==> config.mk <==
export PLATFORM = sky130hd
export DESIGN_NAME = indexed_list_with_rotate
export DESIGN_NICKNAME = d
export VERILOG_FILES = /design/src/hdl/ilr_pkg.sv /design/src/hdl/ilr_cell.sv /design/src/hdl/ilr_mod.sv /design/src/hdl/indexed_list_with_rotate.sv
export SDC_FILE = /design/constraint.sdc
export NUM_CORES = 2
export LEC_CHECK = 0
export ABC_CLOCK_PERIOD_IN_PS = 6200
export BUFFER_PORTS_ARGS = -buffer_cell sky130_fd_sc_hd__clkbuf_2
export CAP_MARGIN = 10
export CORE_ASPECT_RATIO = 1.1
export CORE_MARGIN = 2
export CORE_UTILIZATION = 50
export CTS_BUF_LIST = sky130_fd_sc_hd__clkbuf_4 sky130_fd_sc_hd__clkbuf_8
export DETAILED_ROUTE_END_ITERATION = 12
export PLACE_DENSITY = 0.66
export SLEW_MARGIN = 20
export SYNTH_ARGS = -nofsm -noshare
export SYNTH_HDL_FRONTEND = slang
export SYNTH_SLANG_ARGS = --single-unit
==> constraint.sdc <==
create_clock -name clk -period 6.2 [get_ports clk]
set_input_delay 0.93 -clock clk [delete_from_list [all_inputs] [get_ports clk]]
set_output_delay 0.93 -clock clk [all_outputs]
set_load 0.01 [all_outputs]
==> src/hdl/ilr_pkg.sv <==
`timescale 1ns / 1ps
// Shared types and constants for the indexed list with rotate.
// Used by ilr_cell, ilr_mod, indexed_list_with_rotate and the testbench; depends on nothing.

package ilr_pkg;

    localparam int POS_W   = 5;
    localparam int PORT_IW = 32;
    localparam int LEN_W   = 5;
    localparam int TURN_W  = 16;
    localparam int TCNT_W  = $clog2(TURN_W);

    typedef enum logic [1:0] {
        ACT_APPEND = 2'd0,
        ACT_INSERT = 2'd1,
        ACT_GET    = 2'd2,
        ACT_ROTATE = 2'd3
    } act_t;

    typedef enum logic [4:0] {
        S_IDLE = 5'b00001,
        S_EXEC = 5'b00010,
        S_MOD  = 5'b00100,
        S_ROT  = 5'b01000,
        S_DONE = 5'b10000
    } state_t;

    typedef struct packed {
        logic insert;
        logic rotate;
    } cell_ctl_t;

endpackage

==> src/hdl/ilr_cell.sv <==
`timescale 1ns / 1ps
// One list entry of the cell chain: takes a new item, its left neighbor on insert,
// or its right neighbor (the front item at the back end) on a rotate step. Uses ilr_pkg.

module ilr_cell #(
    parameter int ITEM_WIDTH = 32,
    parameter int IW         = 4,
    parameter int IDX        = 0
) (
    input  logic                  clk,
    input  ilr_pkg::cell_ctl_t    ctl,
    input  logic [IW-1:0]         pos,
    input  logic [IW-1:0]         last,
    input  logic [ITEM_WIDTH-1:0] new_item,
    input  logic [ITEM_WIDTH-1:0] left_data,
    input  logic [ITEM_WIDTH-1:0] right_data,
    input  logic [ITEM_WIDTH-1:0] head_data,
    output logic [ITEM_WIDTH-1:0] data
);

    localparam logic [IW-1:0] MY_IDX = IW'(IDX);

    logic [ITEM_WIDTH-1:0] data_reg;
    logic [ITEM_WIDTH-1:0] data_next;

    always_comb
    begin
        data_next = data_reg;
        if (ctl.insert)
        begin
            if (MY_IDX == pos)
            begin
                data_next = new_item;
            end
            else if (MY_IDX > pos)
            begin
                data_next = left_data;
            end
        end
        else if (ctl.rotate)
        begin
            if (MY_IDX == last)
            begin
                data_next = head_data;
            end
            else
            begin
                data_next = right_data;
            end
        end
    end

    always_ff @(posedge clk)
    begin
        data_reg <= data_next;
    end

    assign data = data_reg;

endmodule

==> src/hdl/ilr_mod.sv <==
`timescale 1ns / 1ps
// Bit-serial restoring modulo unit: one dividend bit per cycle.
// Uses ilr_pkg for the dividend width.

module ilr_mod #(
    parameter int CW = 5
) (
    input  logic                       clk,
    input  logic                       rst_n,
    input  logic                       start,
    input  logic [ilr_pkg::TURN_W-1:0] dividend,
    input  logic [CW-1:0]              divisor,
    output logic                       done,
    output logic [CW-1:0]              remainder
);

    logic                       busy_reg;
    logic                       busy_next;
    logic                       done_reg;
    logic                       done_next;
    logic [ilr_pkg::TCNT_W-1:0] cnt_reg;
    logic [ilr_pkg::TCNT_W-1:0] cnt_next;
    logic [ilr_pkg::TURN_W-1:0] dvd_reg;
    logic [ilr_pkg::TURN_W-1:0] dvd_next;
    logic [CW-1:0]              dvs_reg;
    logic [CW-1:0]              dvs_next;
    logic [CW-1:0]              rem_reg;
    logic [CW-1:0]              rem_next;
    logic [CW:0]                shifted;

    assign shifted = {rem_reg, dvd_reg[ilr_pkg::TURN_W-1]};

    always_comb
    begin
        busy_next = busy_reg;
        done_next = 1'b0;
        cnt_next  = cnt_reg;
        dvd_next  = dvd_reg;
        dvs_next  = dvs_reg;
        rem_next  = rem_reg;
        if (start)
        begin
            busy_next = 1'b1;
            cnt_next  = ilr_pkg::TCNT_W'(ilr_pkg::TURN_W - 1);
            dvd_next  = dividend;
            dvs_next  = divisor;
            rem_next  = '0;
        end
        else if (busy_reg)
        begin
            dvd_next = {dvd_reg[ilr_pkg::TURN_W-2:0], 1'b0};
            if (shifted >= {1'b0, dvs_reg})
            begin
                rem_next = CW'(shifted - {1'b0, dvs_reg});
            end
            else
            begin
                rem_next = CW'(shifted);
            end
            if (cnt_reg == '0)
            begin
                busy_next = 1'b0;
                done_next = 1'b1;
            end
            else
            begin
                cnt_next = cnt_reg - 1'b1;
            end
        end
    end

    always_ff @(posedge clk or negedge rst_n)
    begin
        if (!rst_n)
        begin
            busy_reg <= 1'b0;
            done_reg <= 1'b0;
            cnt_reg  <= '0;
        end
        else
        begin
            busy_reg <= busy_next;
            done_reg <= done_next;
            cnt_reg  <= cnt_next;
        end
    end

    always_ff @(posedge clk)
    begin
        dvd_reg <= dvd_next;
        dvs_reg <= dvs_next;
        rem_reg <= rem_next;
    end

    assign done      = done_reg;
    assign remainder = rem_reg;

endmodule

==> src/hdl/indexed_list_with_rotate.sv <==
`timescale 1ns / 1ps
// Top level of the indexed list with rotate: control, cell chain and modulo unit.
// Depends on ilr_pkg, ilr_cell and ilr_mod.

// The list is held in a chain of DEPTH cells in list order, cell 0 being the front.
// Each request is one transaction in and one transaction out. Append, insert and get
// are executed and their result is loaded into the output register; insert shifts
// all later cells back by one in the same step. A rotate on a list of two or more
// items first has the bit-serial modulo unit reduce rotate_by mod length to a move
// count, then the chain makes one front-to-back move per cycle.
// A new transaction is taken while the previous result still waits in the output
// register; only one request is in work at a time.

module indexed_list_with_rotate #(
    parameter int DEPTH      = 16,
    parameter int ITEM_WIDTH = 32
) (
    input  logic                        clk,
    input  logic                        rst_n,
    input  logic                        in_valid,
    output logic                        in_ready,
    input  logic [1:0]                  action,
    input  logic [ilr_pkg::POS_W-1:0]   position,
    input  logic [ilr_pkg::PORT_IW-1:0] new_item,
    input  logic [ilr_pkg::TURN_W-1:0]  rotate_by,
    output logic                        out_valid,
    input  logic                        out_ready,
    output logic                        ok,
    output logic [ilr_pkg::PORT_IW-1:0] read_item,
    output logic [ilr_pkg::LEN_W-1:0]   length_now
);

    localparam int IW   = (DEPTH > 1) ? $clog2(DEPTH) : 1;
    localparam int CW   = $clog2(DEPTH + 1);
    localparam int CMPW = (CW > ilr_pkg::POS_W) ? CW : ilr_pkg::POS_W;
    localparam logic [CW-1:0] FULL = CW'(DEPTH);

    ilr_pkg::state_t            state_reg;
    ilr_pkg::state_t            state_next;
    ilr_pkg::act_t              act_reg;
    logic [ilr_pkg::POS_W-1:0]  pos_reg;
    logic [ITEM_WIDTH-1:0]      item_reg;
    logic [ilr_pkg::TURN_W-1:0] turns_reg;
    logic [CW-1:0]              count_reg;
    logic [CW-1:0]              count_next;
    logic [CW-1:0]              rot_left_reg;
    logic [CW-1:0]              rot_left_next;
    logic                       res_ok_reg;
    logic                       res_ok_next;
    logic [ITEM_WIDTH-1:0]      res_item_reg;
    logic [ITEM_WIDTH-1:0]      res_item_next;
    logic                       out_valid_reg;
    logic                       out_valid_next;
    logic                       out_ok_reg;
    logic [ilr_pkg::PORT_IW-1:0] out_item_reg;
    logic [ilr_pkg::LEN_W-1:0]  out_len_reg;
    logic                       out_load;

    ilr_pkg::cell_ctl_t         ctl;
    logic [IW-1:0]              ins_pos;
    logic [IW-1:0]              last_idx;
    logic [CMPW-1:0]            pos_cmp;
    logic [CMPW-1:0]            cnt_cmp;
    logic                       mod_start;
    logic                       mod_done;
    logic [CW-1:0]              mod_rem;
    logic                       in_fire;
    logic [ITEM_WIDTH-1:0]      cell_data [DEPTH];

    assign in_fire  = in_valid && in_ready;
    assign in_ready = (state_reg == ilr_pkg::S_IDLE);
    assign pos_cmp  = CMPW'(pos_reg);
    assign cnt_cmp  = CMPW'(count_reg);
    assign last_idx = IW'(count_reg - 1'b1);
    assign ins_pos  = (act_reg == ilr_pkg::ACT_APPEND) ? IW'(count_reg) : IW'(pos_reg);
    assign out_load = (state_reg == ilr_pkg::S_DONE) && (!out_valid_reg || out_ready);

    always_comb
    begin
        state_next    = state_reg;
        count_next    = count_reg;
        rot_left_next = rot_left_reg;
        res_ok_next   = res_ok_reg;
        res_item_next = res_item_reg;
        ctl           = '0;
        mod_start     = 1'b0;
        case (state_reg)
            ilr_pkg::S_IDLE:
            begin
                if (in_fire)
                begin
                    state_next = ilr_pkg::S_EXEC;
                end
            end
            ilr_pkg::S_EXEC:
            begin
                res_ok_next   = 1'b0;
                res_item_next = '0;
                state_next    = ilr_pkg::S_DONE;
                case (act_reg)
                    ilr_pkg::ACT_APPEND:
                    begin
                        if (count_reg < FULL)
                        begin
                            ctl.insert  = 1'b1;
                            count_next  = count_reg + 1'b1;
                            res_ok_next = 1'b1;
                        end
                    end
                    ilr_pkg::ACT_INSERT:
                    begin
                        if ((count_reg < FULL) && (pos_cmp <= cnt_cmp))
                        begin
                            ctl.insert  = 1'b1;
                            count_next  = count_reg + 1'b1;
                            res_ok_next = 1'b1;
                        end
                    end
                    ilr_pkg::ACT_GET:
                    begin
                        if (pos_cmp < cnt_cmp)
                        begin
                            res_ok_next   = 1'b1;
                            res_item_next = cell_data[IW'(pos_reg)];
                        end
                    end
                    default:
                    begin
                        res_ok_next = 1'b1;
                        if (count_reg > CW'(1))
                        begin
                            mod_start  = 1'b1;
                            state_next = ilr_pkg::S_MOD;
                        end
                    end
                endcase
            end
            ilr_pkg::S_MOD:
            begin
                if (mod_done)
                begin
                    rot_left_next = mod_rem;
                    state_next    = ilr_pkg::S_ROT;
                end
            end
            ilr_pkg::S_ROT:
            begin
                if (rot_left_reg == '0)
                begin
                    state_next = ilr_pkg::S_DONE;
                end
                else
                begin
                    ctl.rotate    = 1'b1;
                    rot_left_next = rot_left_reg - 1'b1;
                end
            end
            ilr_pkg::S_DONE:
            begin
                if (out_load)
                begin
                    state_next = ilr_pkg::S_IDLE;
                end
            end
            default:
            begin
                state_next = ilr_pkg::S_IDLE;
            end
        endcase
    end

    assign out_valid_next = out_load || (out_valid_reg && !out_ready);

    always_ff @(posedge clk or negedge rst_n)
    begin
        if (!rst_n)
        begin
            state_reg     <= ilr_pkg::S_IDLE;
            count_reg     <= '0;
            rot_left_reg  <= '0;
            out_valid_reg <= 1'b0;
        end
        else
        begin
            state_reg     <= state_next;
            count_reg     <= count_next;
            rot_left_reg  <= rot_left_next;
            out_valid_reg <= out_valid_next;
        end
    end

    always_ff @(posedge clk)
    begin
        if (in_fire)
        begin
            act_reg   <= ilr_pkg::act_t'(action);
            pos_reg   <= position;
            item_reg  <= ITEM_WIDTH'(new_item);
            turns_reg <= rotate_by;
        end
        res_ok_reg   <= res_ok_next;
        res_item_reg <= res_item_next;
        if (out_load)
        begin
            out_ok_reg   <= res_ok_reg;
            out_item_reg <= ilr_pkg::PORT_IW'(res_item_reg);
            out_len_reg  <= ilr_pkg::LEN_W'(count_reg);
        end
    end

    genvar gi;
    generate
        for (gi = 0; gi < DEPTH; gi++)
        begin : g_cell
            logic [ITEM_WIDTH-1:0] left_d;
            logic [ITEM_WIDTH-1:0] right_d;
            if (gi == 0)
            begin : g_first
                assign left_d = '0;
            end
            else
            begin : g_inner
                assign left_d = cell_data[gi-1];
            end
            if (gi == DEPTH - 1)
            begin : g_end
                assign right_d = cell_data[0];
            end
            else
            begin : g_mid
                assign right_d = cell_data[gi+1];
            end
            ilr_cell #(
                .ITEM_WIDTH (ITEM_WIDTH),
                .IW         (IW),
                .IDX        (gi)
            ) u_cell (
                .clk        (clk),
                .ctl        (ctl),
                .pos        (ins_pos),
                .last       (last_idx),
                .new_item   (item_reg),
                .left_data  (left_d),
                .right_data (right_d),
                .head_data  (cell_data[0]),
                .data       (cell_data[gi])
            );
        end
    endgenerate

    ilr_mod #(
        .CW (CW)
    ) u_mod (
        .clk       (clk),
        .rst_n     (rst_n),
        .start     (mod_start),
        .dividend  (turns_reg),
        .divisor   (count_reg),
        .done      (mod_done),
        .remainder (mod_rem)
    );

    assign out_valid  = out_valid_reg;
    assign ok         = out_ok_reg;
    assign read_item  = out_item_reg;
    assign length_now = out_len_reg;

    a_count_bound: assert property (@(posedge clk) disable iff (!rst_n)
        count_reg <= FULL)
        else $error("List length exceeds the number of cells.");

    a_accept_exec: assert property (@(posedge clk) disable iff (!rst_n)
        in_fire |=> (state_reg == ilr_pkg::S_EXEC))
        else $error("Accepted transaction did not enter execution.");

    a_rot_needs_items: assert property (@(posedge clk) disable iff (!rst_n)
        ctl.rotate |-> (count_reg > CW'(1)))
        else $error("Rotate step on a list of fewer than two items.");

    a_rot_below_len: assert property (@(posedge clk) disable iff (!rst_n)
        (state_reg == ilr_pkg::S_ROT) |-> (rot_left_reg < count_reg))
        else $error("Remaining rotate moves not below the list length.");

    a_out_once: assert property (@(posedge clk) disable iff (!rst_n)
        out_load |-> (!ctl.insert && !ctl.rotate))
        else $error("Result loaded while the chain is still moving.");

endmodule

## Yosys cells after proc, flatten, opt, wreduce, memory -nomap -nowiden

Cells that the tools add are included.

- Add/subtract/negate cells: 5
- Multipliers: 0
- Div/mod/pow operators: 0
- Order comparisons: 22
- Eq/ne operators: 61
- Shifts and indexed selects: 0
- Multiplexer cells: 119
- Bitwise operators: 1
- Reductions and logical operators: 39

Operators with widths:

| kind | number |
|---|---|
| two-way mux 32 bit | 81 |
| binary-select mux 32 bit (select 4 bit) | 1 |
| == test 4 bit (first input constant) | 15 |
| two-way mux 5 bit | 11 |
| != test 3 x 1 -> 1 bit (second input constant) | 16 |
| AND reduction 2 bit | 17 |
| == test 3 x 4 -> 1 bit (first input constant) | 8 |
| greater-than comparator 4 bit (first input constant) | 8 |
| two-way mux 16 bit | 2 |
| case mux 5 bit (5 select lines) | 1 |
| case mux 5 bit (2 select lines) | 2 |
| == test 2 x 4 -> 1 bit (first input constant) | 4 |
| greater-than comparator 3 x 4 -> 1 bit (first input constant) | 4 |
| two-way mux 4 bit | 4 |
| two-way mux 1 bit | 15 |
| logical NOT 4 bit | 3 |
| != test 2 bit (second input constant) | 6 |
| == test 1 x 4 -> 1 bit (first input constant) | 2 |
| greater-than comparator 1 x 4 -> 1 bit (first input constant) | 2 |
| greater-than comparator 2 x 4 -> 1 bit (first input constant) | 2 |
| AND reduction 4 bit | 2 |
| nonzero test 2 bit | 4 |
| subtractor 4 x 1 -> 4 bit (second input constant) | 2 |
| >= comparator 6 x 5 -> 1 bit | 1 |
| other kinds (26) | 34 |

- Bits in registers: 686
- Latch bits: 0
- Bits in writable memories: 0
- Memory bits (read-only): 0
- Input port bits: 59
- Output and inout bits: 40
- Memories kept: 0

## Longest topological paths before layout

- Depth in word-level cells: 7
- Mapped depth: 11

## Cells and area by module

Synthesis repeated with hierarchy kept, for this count alone.

- Cells, all modules: 4,267
- Area total of the unflattened synthesis: 49,192.2 um^2

Modules (own cells, without submodules):

| module | times used | cells each | area an instance (um^2) | seq. area each (um^2) |
|---|---|---|---|---|
| indexed_list_with_rotate | 1 | 558 | 9,195.1 | 4,185.3 |
| ilr_cell at g_cell[1].u_cell | 1 | 222 | 2,819.0 | 960.9 |
| ilr_cell at g_cell[0].u_cell | 1 | 223 | 2,557.5 | 960.9 |
| ilr_cell at g_cell[4].u_cell | 1 | 224 | 2,555.0 | 960.9 |
| ilr_cell at g_cell[2].u_cell | 1 | 224 | 2,536.2 | 960.9 |
| ilr_cell at g_cell[8].u_cell | 1 | 224 | 2,534.9 | 960.9 |
| ilr_cell at g_cell[12].u_cell | 1 | 224 | 2,453.6 | 960.9 |
| ilr_cell at g_cell[6].u_cell | 1 | 226 | 2,426.1 | 960.9 |
| ilr_cell at g_cell[5].u_cell | 1 | 226 | 2,422.3 | 960.9 |
| ilr_cell at g_cell[3].u_cell | 1 | 226 | 2,421.1 | 960.9 |
| ilr_cell at g_cell[10].u_cell | 1 | 227 | 2,419.8 | 960.9 |
| ilr_cell at g_cell[9].u_cell | 1 | 226 | 2,414.8 | 960.9 |
| ilr_cell at g_cell[7].u_cell | 1 | 226 | 2,219.6 | 960.9 |
| ilr_cell at g_cell[14].u_cell | 1 | 225 | 2,205.9 | 960.9 |
| 4 more rows | - | - | - | - |

## Least setup slack after synthesis

No wires, ideal clock.

- Path kind: register to register
- Start: reg count_reg[2] (netlist: cnt_cmp[2])
- End: reg g_cell[14].u_cell.data_reg[0], enable pin
- Data arrival time: 4,442 ps
- Setup slack: 1,292 ps
- Stages on the path, launching flop included: 9
- Buffers on the path: 2
- Clock period less this slack: 4,908 ps
- Cell sequence: dfrtp_1 -> clkbuf_1 -> clkinv_1 -> ha_1 -> and4_1 -> a21boi_0 -> o32a_1 -> clkbuf_1 -> o21ai_0

- Longest elaborated chain between the ends: 7

Ends and longest elaborated chain:

| what | line | source |
|---|---|---|
| start: declaration | indexed_list_with_rotate.sv:44 | `logic [CW-1:0] count_reg;` |
| start signal: assignment | indexed_list_with_rotate.sv:186 | `count_reg <= count_next;` |
| < comparator 5 bit / less-or-equal comparator 5 bit (equally long branches) | indexed_list_with_rotate.sv:103, indexed_list_with_rotate.sv:112 |  |
| logical AND 1 bit | indexed_list_with_rotate.sv:112 | `if ((count_reg < FULL) && (pos_cmp <= cnt_cmp))` |
| two-way mux 1 bit | indexed_list_with_rotate.sv:112 |  |
| case mux 1 bit (2 select lines) | indexed_list_with_rotate.sv:100 | `case (act_reg)` |
| two-way mux 1 bit | indexed_list_with_rotate.sv:87 | `case (state_reg)` |
| != test 3 x 1 -> 1 bit (no line) / nonzero test 2 bit (equally long branches) | - |  |
| AND reduction 2 bit (no line) * | - |  |
| end signal: assignment | ilr_cell.sv:55 | `data_reg <= data_next;` |
| end: declaration | ilr_cell.sv:23 | `logic [ITEM_WIDTH-1:0] data_reg;` |

Mark *: on every way between the ends. The rest lies on a longest branch, timed or not.
A chain may end at the register's enable or synchronous reset.

## Final worst setup path

- Start: reg count_reg[2] (netlist: cnt_cmp[2])
- End: reg g_cell[7].u_cell.data_reg[20] (data pin)

- Longest elaborated chain between the ends: 6

Ends and longest elaborated chain:

| what | line | source |
|---|---|---|
| < comparator 5 bit / less-or-equal comparator 5 bit (equally long branches) | indexed_list_with_rotate.sv:103, indexed_list_with_rotate.sv:112 |  |
| logical AND 1 bit | indexed_list_with_rotate.sv:112 |  |
| two-way mux 1 bit | indexed_list_with_rotate.sv:112 |  |
| case mux 1 bit (2 select lines) | indexed_list_with_rotate.sv:100 |  |
| two-way mux 1 bit | indexed_list_with_rotate.sv:87 |  |
| two-way mux 32 bit * | ilr_cell.sv:29 | `if (ctl.insert)` |
| named net g_cell[7].u_cell.data_next[20] | ilr_cell.sv:24 | `logic [ITEM_WIDTH-1:0] data_next;` |
| end signal: assignment | ilr_cell.sv:55 |  |
| end: declaration | ilr_cell.sv:23 |  |

The timed path passes the listed nets; every way through them passes the cells marked *. The select of a mux whose other input is x is not followed.

==> impl_metrics.ini <==
[status]
result_of_the_run = completed

[detailed_routing]
routed_wirelength_um = 145000
drc = 0
wl_per_cell_um = 31.6
detailedRoute.firstIterationViolations = 4674
via_count = 32449
post_dr_vias_cell = 7.08
antenna_violating_nets_post_route = 0
drtPass1Iterations = 8

[layout]
layout-area-overhead-vs-synth_pct = 8.50
post_route_cells_drive_above_1_share_pct = 20.8
final-instance-count-excl-fill = 4581
number_of_nets_in_the_final_layout = 3503
leading_cell_types_in_the_layout_fill_and_taps_excluded = 659 x sky130_fd_sc_hd__edfxtp_1, 454 x sky130_fd_sc_hd__mux2i_1, 431 x sky130_fd_sc_hd__a21oi_1
layout.cell_area.non_filler_mm2 = 0.0445
layout.cells.most_common = sky130_fd_sc_hd__edfxtp_1
fill_cells = 6798
largest_register_ff_count = 512
multi_input_comb_area_mm2 = 0.0191
post-route-util_pct = 54.5
sequential_cell_area_mm2 = 0.0204

[worst_setup_path]
end_kind = register
start_kind = register
timing_worst_setup_path_type = reg -> reg
crit_required_ps = 6690
worstReg2RegEnd = g_cell[7].u_cell.data[20]
reg2reg_slack_ps = 1390
cp.arrival_ps = 5290
max_fanout_on_critical_path = 267
crit_path_start = cnt_cmp[2]
number_of_cell_instances_on_the_worst_register_to_register_path = 8
worst_r2r_startpoint = cnt_cmp[2]
critical_path.endpoint = g_cell[7].u_cell.data[20]

[place]
pre_cts_slack_ps = 1480
numPlacedInstances = 4369
place_area_mm2 = 0.0421
place_hpwl_um = 82600
io_buffers = 98
gp_congestion = 0.910

[floorplan]
std_cell_rows = 110
start_util_pct = 50.3
die_h_um = 304
floorplan.core_area_mm2 = 0.0816
io-pin-count = 99
area_of_the_die_mm2 = 0.0844
die_w_um = 277

[sta]
post_route_setup_tns_ps = 0
fin_worst_skew_ps = 60.1
finalWorstSetupSlack_ps = 1390
post-route-min-period_ps = 4810
rsz0062_at_grt = false
maxSlewViolCount = 0
timing_hold_violations_final = 0
finalCritPeriodShare_pct = 77.5
timing.max_slew.rel_slack_pct = 16.0
timing.final.setup_violations = 0
timing.fmax_mhz = 208
hold-worst-slack_ps = 134
worst_slew_pin_slew_ps = 1260

[yosys]
synth-seq-cells = 686
synth_seq_area_share_pct = 49.8
postSynthNetCount = 3575
synthesis.area_mm2 = 0.0410
synth_async_sr_flop_share_pct = 3.21
number_of_enable_type_register_cells_in_the_synthesized_netlist = 659
synth_largest_type_area_fraction_pct = 48.2
number_of_distinct_standard_cells_referenced_by_the_synthesized_netlist = 64
synth_area_leaders = sky130_fd_sc_hd__edfxtp_1 48%, sky130_fd_sc_hd__mux2i_1 11%, sky130_fd_sc_hd__mux4_2 8.8%
synth_warnings = 0
post_synth_inst_count = 3497
syn_avg_cell_area_um2 = 11.7
top_reg_cell_synth = sky130_fd_sc_hd__edfxtp_1
yosysTopAreaCell = sky130_fd_sc_hd__edfxtp_1

[clocking]
cts-hold-fix-buffers = 0
clock_pin_slew_worst_setup_and_hold_paths_ps = 60
cts_buffer_count = 117
clkLatencyLatePin_ps = 820
ctsLongestPathBuffers = 3
total_setup_buffers_inserted_after_cts = 0
cts-htree-levels = 3
tritoncts_clock_tree = yes
cts_resized = 0
cts.sinks = 686
ctsRootBufferMaster = sky130_fd_sc_hd__clkbuf_8

[run]
drv_cap = 0

[pwr]
cellPowerDensity_mw_per_mm2 = 386
ir_drop_uv = 356
p_leak_nw = 16.8
p_total_mw = 17.2

[grt]
global_route_total_usage_across_every_layer_pct = 33.7
grt_overflow = 0
global_route_wire_length_before_repair_um = 211000
initial_antenna_violation_count = 3
via_count_of_the_first_global_routing_pass = 31523
grt_start_max_net_pins = 268

[hold_path]
min-delay-path-class = in -> async
worst min-delay path by stage:
stage / cells past startpoint / slack (ps) / endpoint / from
floorplan: 0 / 400 / ok / res_ok_reg
global placement: 0 / 400 / read_item[31] / res_item_reg[31]
detailed placement: 0 / 410 / read_item[13] / res_item_reg[13]
CTS: 1 / 120 / rot_left_reg[4] / rst_n
global route: 1 / 190 / state_reg[1] / rst_n
finish: 1 / 130 / state_reg[1] / rst_n
logic make-up after synthesis:
kind of cell	synth area share (%)
flops	49.8
fa+ha+maj	0.598
compound gates	13.8
xor+xnor	0.149
buf+inv	4.48
mux	22.5
simple gates	8.66
layer usage:
metal | part of all wire [%] | up-vias | track usage (%)
li1 | - | 13416 | -
met1 | 37 | 15899 | 44.4
met2 | 44 | 2522 | 51.3
met3 | 13 | 610 | 7.49
met4 | 6.6 | 2 | 19.7
met5 | 0.0090 | - | 0
cell type report:
cell class                      instances  share of cell area, %
Antenna cell                            2                 0.0112
Clock buffer                          166                   4.56
Clock inverter                         43                  0.781
Inverter                               22                  0.186
Multi-Input combinational cell       2416                   42.9
Sequential cell                       686                   45.9
Tap cell                             1064                   2.99
Timing Repair Buffer                  182                   2.70
critical path, cell delays in order (launching register included):
cell and delay (ps):
sky130_fd_sc_hd__dfrtp_1 640, sky130_fd_sc_hd__clkinv_1 350, sky130_fd_sc_hd__ha_1 390, sky130_fd_sc_hd__and4_1 220, sky130_fd_sc_hd__a21boi_0 190, sky130_fd_sc_hd__o32ai_4 580
sky130_fd_sc_hd__buf_12 760, sky130_fd_sc_hd__buf_4 920, sky130_fd_sc_hd__a21oi_1 160
synth_stat cells (7+ instances only):
| cell | n |
|---|---|
| sky130_fd_sc_hd__nor3_1 | 13 |
| sky130_fd_sc_hd__nand2_1 | 250 |
| sky130_fd_sc_hd__buf_2 | 37 |
| sky130_fd_sc_hd__and2_1 | 40 |
| sky130_fd_sc_hd__nand3b_1 | 8 |
| sky130_fd_sc_hd__buf_1 | 48 |
| sky130_fd_sc_hd__a21oi_1 | 434 |
| sky130_fd_sc_hd__inv_1 | 19 |
| sky130_fd_sc_hd__o21ai_0 | 56 |
| sky130_fd_sc_hd__mux2_2 | 96 |
| sky130_fd_sc_hd__nor2_1 | 311 |
| sky130_fd_sc_hd__nand2b_1 | 7 |
| sky130_fd_sc_hd__ha_1 | 18 |
| sky130_fd_sc_hd__a211oi_1 | 224 |
| sky130_fd_sc_hd__clkbuf_1 | 211 |
| sky130_fd_sc_hd__nor2b_1 | 68 |
| sky130_fd_sc_hd__dfrtp_1 | 21 |
| sky130_fd_sc_hd__mux2i_1 | 455 |
| sky130_fd_sc_hd__mux4_2 | 160 |
| sky130_fd_sc_hd__or3_1 | 36 |
| sky130_fd_sc_hd__a221oi_1 | 96 |
| sky130_fd_sc_hd__buf_4 | 72 |
| sky130_fd_sc_hd__nand3_1 | 42 |
| sky130_fd_sc_hd__o31ai_1 | 8 |
| sky130_fd_sc_hd__edfxtp_1 | 659 |
| sky130_fd_sc_hd__o221a_2 | 32 |
power breakdown:
group / switching (mW) / internal, mW / leakage [nW]
Sequential: 0.525 / 5.97 / 6.33
Combinational: 4.31 / 2.11 / 9.19
Clock: 1.99 / 2.31 / 1.27
Total: 6.82 / 10.4 / 16.8
No activity file was read; power rests on OpenSTA's default activity.
